`config.mk`:
```
export PLATFORM = sky130hd
export DESIGN_NAME = rosa_prep
export DESIGN_NICKNAME = d
export VERILOG_FILES = /design/src/design/rosa_pkg.sv /design/src/design/rosa_prep.sv
export SDC_FILE = /design/constraint.sdc
export NUM_CORES = 1
export LEC_CHECK = 0
export BUFFER_PORTS_ARGS = -buffer_cell sky130_fd_sc_hd__clkbuf_2
export CAP_MARGIN = 20
export CORE_AREA = 2 2 283 285
export DETAILED_ROUTE_END_ITERATION = 8
export DIE_AREA = 0 0 285 287
export PLACE_DENSITY = 0.58
export SYNTH_ARGS = -nofsm -noshare
export SYNTH_HDL_FRONTEND = slang
export SYNTH_SLANG_ARGS = --single-unit
```
`constraint.sdc`:
```
create_clock -name clk -period 4.3 [get_ports clk]
set_input_delay 0.215 -clock clk [delete_from_list [all_inputs] [get_ports clk]]
set_output_delay 0.215 -clock clk [all_outputs]
set_load 0.005 [all_outputs]
```
`src/design/rosa_pkg.sv`:
```
package rosa_pkg;

  localparam int CrdW = 16;             // Q12.4 input coordinate
  localparam int DifW = CrdW + 1;       // difference of two coordinates
  localparam int PrdW = 2 * DifW;       // one coordinate product
  localparam int DotW = PrdW + 3;       // dot product, incl. derived corner
  localparam int NumAxes = 4;
  localparam int NumPts = 3;            // projected corners, fourth is derived
  localparam int NumStg = 5;

  typedef logic signed [CrdW-1:0] coord_t;
  typedef logic signed [DifW-1:0] dif_t;
  typedef logic signed [PrdW-1:0] prod_t;
  typedef logic signed [DotW-1:0] dot_t;

  typedef struct packed {
    coord_t x;
    coord_t y;
  } pt_t;

  typedef struct packed {
    dif_t x;
    dif_t y;
  } vec_t;

  // One rectangle pair as it arrives
  typedef struct packed {
    pt_t a_tl;
    pt_t a_tr;
    pt_t a_bl;
    pt_t b_tl;
    pt_t b_tr;
    pt_t b_bl;
  } pair_t;

  // Edge direction plus the other rectangle's TL, TR, BL relative to the edge start
  typedef struct packed {
    vec_t               e;
    vec_t [NumPts-1:0]  p;
  } axis_in_t;

  // Per-stage advance and valid, stage 0 is the first register stage
  typedef struct packed {
    logic [NumStg-1:0] en;
    logic [NumStg-1:0] vld;
  } pipe_ctl_t;

endpackage

```
`src/design/rosa_prep.sv`:
```
module rosa_prep
  import rosa_pkg::*;
(
  input  logic                      clk,
  input  logic                      en,
  input  pair_t                     pair,
  output axis_in_t [NumAxes-1:0]    ax_r
);

  axis_in_t [NumAxes-1:0] ax_nxt;

  function automatic vec_t vdiff(pt_t p, pt_t s);
    vec_t r;
    r.x = dif_t'(p.x) - dif_t'(s.x);
    r.y = dif_t'(p.y) - dif_t'(s.y);
    return r;
  endfunction

  always_comb begin
    // A's top and left edges against B's corners
    ax_nxt[0].e    = vdiff(pair.a_tr, pair.a_tl);
    ax_nxt[1].e    = vdiff(pair.a_bl, pair.a_tl);
    ax_nxt[0].p[0] = vdiff(pair.b_tl, pair.a_tl);
    ax_nxt[0].p[1] = vdiff(pair.b_tr, pair.a_tl);
    ax_nxt[0].p[2] = vdiff(pair.b_bl, pair.a_tl);
    ax_nxt[1].p    = ax_nxt[0].p;
    // B's top and left edges against A's corners
    ax_nxt[2].e    = vdiff(pair.b_tr, pair.b_tl);
    ax_nxt[3].e    = vdiff(pair.b_bl, pair.b_tl);
    ax_nxt[2].p[0] = vdiff(pair.a_tl, pair.b_tl);
    ax_nxt[2].p[1] = vdiff(pair.a_tr, pair.b_tl);
    ax_nxt[2].p[2] = vdiff(pair.a_bl, pair.b_tl);
    ax_nxt[3].p    = ax_nxt[2].p;
  end

  always_ff @(posedge clk) begin
    if (en) begin
      ax_r <= ax_nxt;
    end
  end

endmodule

```
==> summary by stage <==
Run status
The run finished with clean final reports.

GRT
The met3 demand-to-capacity share in global routing is 4.37%. The via count of the first global-routing pass was 21641. Global routing used 23.0% of the available tracks across all layers. In the global route stage, met2 resource usage came out at 39.6%. Summed over all layers, the global routing overflow is 0. In this run the most used layer during global routing was met2. The number of antenna violations at the first check in global routing is 11.

The pin count of the biggest net entering global routing is 84. The global-route track usage on met1 is 29.0%. The first-pass GRT wire length is 139000 microns.

Detailed routing
Using the TritonRoute via totals, the vias-per-cell ratio works out to 5.22. The total detailed-routing wirelength is 97900 microns. For this run, the detailed router's first-pass iteration total came to 6. The final routed DRC violation total is 0. The detail-routed net length per standard cell is 22.6 microns. The detailed router placed 22588 vias in this run. The count of nets left with antenna violations once routing finished came out at 0. The first-iteration detailed-routing DRC count is 1720.

Yosys
edfxtp_1 is the most common cell in the netlist. The synthesized cell area is 0.0269 sq mm. The flip-flop and latch count after synthesis is 338. After synthesis, the largest family of logic cells by area is compound AO/OA/AOI/OAI gates. The sequential element share of the synthesized area is 37.8%. Of the total synthesized cell area, the portion taken by AND, OR, NAND and NOR gates is 11.4%. The synthesized netlist devotes 17.6% of its cell area to compound gates. The number of synthesis warnings is 0. The post-synthesis instance total is 2686. The synthesized netlist devotes 16.4% of its cell area to adder and majority cells. For this run, the leading register cell type out of synthesis is edfxtp_1. Yosys mapped the design onto 78 distinct sky130hd cell types. Counting flops with a built-in enable in the synthesized netlist gives 338.

Each instance of the synthesized netlist takes up on average 10.0 sq um. Ranked by total cell area, the synthesized netlist is headed by edfxtp_1, ha_1, buf_4. Summing the areas of all xor and xnor instances in the mapped netlist gives 7.11% of the synthesized area.

When the netlist entered floorplanning its net count stood at 3220. The share of flip-flops with an asynchronous set or reset after synthesis is 0%. The cell type with the largest total area after synthesis is edfxtp_1. The portion of netlist area occupied by mux cells is 0.601%. The area share of the largest cell type after synthesis is 37.8%. Sorting the synthesized cells by how often they occur yields edfxtp_1, ha_1, buf_4.

Place
The total half-perimeter wirelength after legalization and detailed placement is 80400 microns. The placed instances occupy a cell area of 0.0303 sq mm. The port buffer count is 737. The last weighted congestion value of the routability-driven placer is 0.937.

Cells and area
The share of cells above drive strength 1 is 26.1%. The number of nets in the layout is 3774. The largest registers in the layout are ax_r: 338 flops. Fill cells in the final layout number 7813. In the final layout, the multi-input gates occupy 0.0143 sq mm. More flip-flops sit in one register than any other, and that register is ax_r. The summed area of non-filler cells in the final layout is 0.0318 sq mm. The area added between synthesis and finish is 18.3%. The register with the most flip-flops in the layout has 338 of them. Across the whole layout, storage elements account for 0.0101 sq mm.

Critical path
The worst-path maximum fanout is 7. The worst setup path is captured at a flop. The worst setup path startpoint is pair[65]. The largest single stage delay on the critical path is 0.60 ns. The critical path goes through clkbuf_2 -> inv_1 -> ha_1 -> nor2b_1 -> o21ai_1 -> a21boi_0 -> o21ai_0 -> a21oi_1 -> mux2i_1 -> a2111oi_0.

Data on the critical path is required at its endpoint by 4.64 ns. For this design, the slowest cell found on the critical path is o21ai_0. At the worst endpoint, the arrival time is 3.00 ns. The startpoint kind of the worst setup timing path is an input pin. The category of the most critical setup path is input pin to flop.

Timing
The hold violation count in the final report came to 0. Measured against its own limit, the worst slew margin works out to 38.9%. The transition time at the pin with the least slew margin is 0.904 ns. The count of pins over their slew limit is 0. Summed over all failing endpoints, the final setup total negative slack is 0 ns.

The total setup violations reported at the end of the flow is 0. Setup repair after global routing left no endpoint under its margin. The timing-limited maximum frequency is 377 MHz.

The worst path needs 2.65 ns of the cycle, external delays included. The share of the clock period used by the worst path is 61.7%.

Clocking
CTS saw 338 sinks. After clock tree synthesis, the setup repair step added 0 buffers. The CTS H-tree depth is 2. The number of buffers inserted by hold repair at cts is 0. Gates resized during post-CTS repair numbered 0. The CTS clock-pin slew for the worst setup and hold paths is 0.06 ns.

The clock tree root driver cell is clkbuf_16. In this run, CTS created clock tree buffers numbering 44. The clock tree from TritonCTS is yes.

In this run the deepest clock path goes through 3 buffers.

Hold path
The worst hold path begins at pair[144]. The type of the tightest min-delay check is input pin to flop.

Power
The fraction of power consumed by the clock network is 31.2%. The internal power is 0.00818 W. In this run the power spent charging and discharging nets is 0.00411 W. The combinational fraction of design power is 30.1%. In this run, flip-flops and latches consume 38.7% of the power. The power per cell area is 386 mW/mm^2.

The analysis attributes to cell leakage a power of 14.6 nW. Net switching is 33.4% of the power. The maximum resistive drop on vdd is 0.000275 V.

Die
738 I/O pins were placed. The initial utilization of the core area, before any placement, comes to 34.2%. From bottom edge to top edge, the die measures 287 microns. Measured along the x axis, the die boundary spans 285 microns.

The floorplan step defined a core boundary enclosing 0.0786 sq mm. The floorplan step defined a die boundary enclosing 0.0818 sq mm. The row count is 103.

Run
The number of max-cap violations is 0.
## layout by cell type, fill, tap and decap left out, drive strengths merged, types with 19 or more instances in the layout
| cell | Yosys | final |
|---|---|---|
| a21oi | 205 | 205 |
| a21o | 94 | 94 |
| nor2b | 72 | 72 |
| o21ai | 142 | 142 |
| ha | 320 | 320 |
| fa | 20 | 20 |
| and3 | 32 | 32 |
| nand3 | 42 | 42 |
| a31oi | 28 | 28 |
| nand4 | 19 | 19 |
| xnor2 | 167 | 167 |
| clkbuf | 26 | 787 |
| o21a | 50 | 50 |
| nand2 | 112 | 112 |
| xor2 | 51 | 51 |
| edfxtp | 338 | 338 |
| nand2b | 35 | 35 |
| inv | 201 | 204 |
| nor2 | 173 | 173 |
| nor3 | 62 | 62 |
## critical path, delay by kind of cell
| family | cells | cell delay [ns] |
|---|---|---|
| buffers and inverters | 2 | 0.45 |
| AND/OR/NAND/NOR | 1 | 0.13 |
| adder cells (fa/ha/maj) | 1 | 0.34 |
| multiplexers | 1 | 0.19 |
| AO/OA/AOI/OAI | 5 | 1.66 |
## through the flow
stage | total power (W) | hold slack [ns] | util, % | setup slack, ns | cells
finish | 0.0123 | 0.0980 | 40.4 | 1.65 | 4329
detailed placement | 0.00850 | 0.612 | 38.6 | 1.01 | 4244
global route | 0.0129 | 0.0843 | 40.4 | 1.36 | 4328
CTS | 0.0124 | 0.0654 | 40.4 | 1.60 | 4325
global placement | 0.00850 | 0.618 | 38.6 | 1.06 | 4244
floorplan | 0.00701 | 0.327 | - | 1.98 | 2686
## final timing paths
check         to  slack, ns  cells past startpoint
max    ax_r[423]       1.65                     10
min    ax_r[459]        0.1                      4
## power by group through the flow
stage | sequential [W] | combinational, W | clock [W]
finish | 0.00475 | 0.00370 | 0.00383
detailed placement | 0.00482 | 0.00368 | 0
CTS | 0.00477 | 0.00370 | 0.00391
global route | 0.00479 | 0.00406 | 0.00401
global placement | 0.00483 | 0.00367 | 0
floorplan | 0.00465 | 0.00236 | 0
## area by class of cell
| class | instances | share of cell area [%] |
|---|---|---|
| clock buffer | 51 | 3.61 |
| inverter | 201 | 2.37 |
| timing repair buffer | 748 | 12.0 |
| clock inverter | 30 | 1.00 |
| sequential | 338 | 31.9 |
| tap | 1050 | 4.13 |
| antenna | 4 | 0.0315 |
| multi-input combinational | 1907 | 44.9 |
## metal layers
metal,part of all wire [%],up-vias
met5,0.11,-
met4,3.2,16
met3,7.0,141
met2,48,843
met1,41,10833
li1,-,10755
## kinds of logic (layout without fill, tap and decap cells)
kind of cell               after synthesis  count (layout)
AOI/OAI and AO/OA                      717             717
xor gates and xnor gates               218             218
adders and majority gates              340             340
buffers and inverters                  441            1030
DFF                                    338             338
muxes                                   16              16
other                                    0               4
and+or+nand+nor                        616             616
Note: power is estimated with default switching activity, not from simulation.
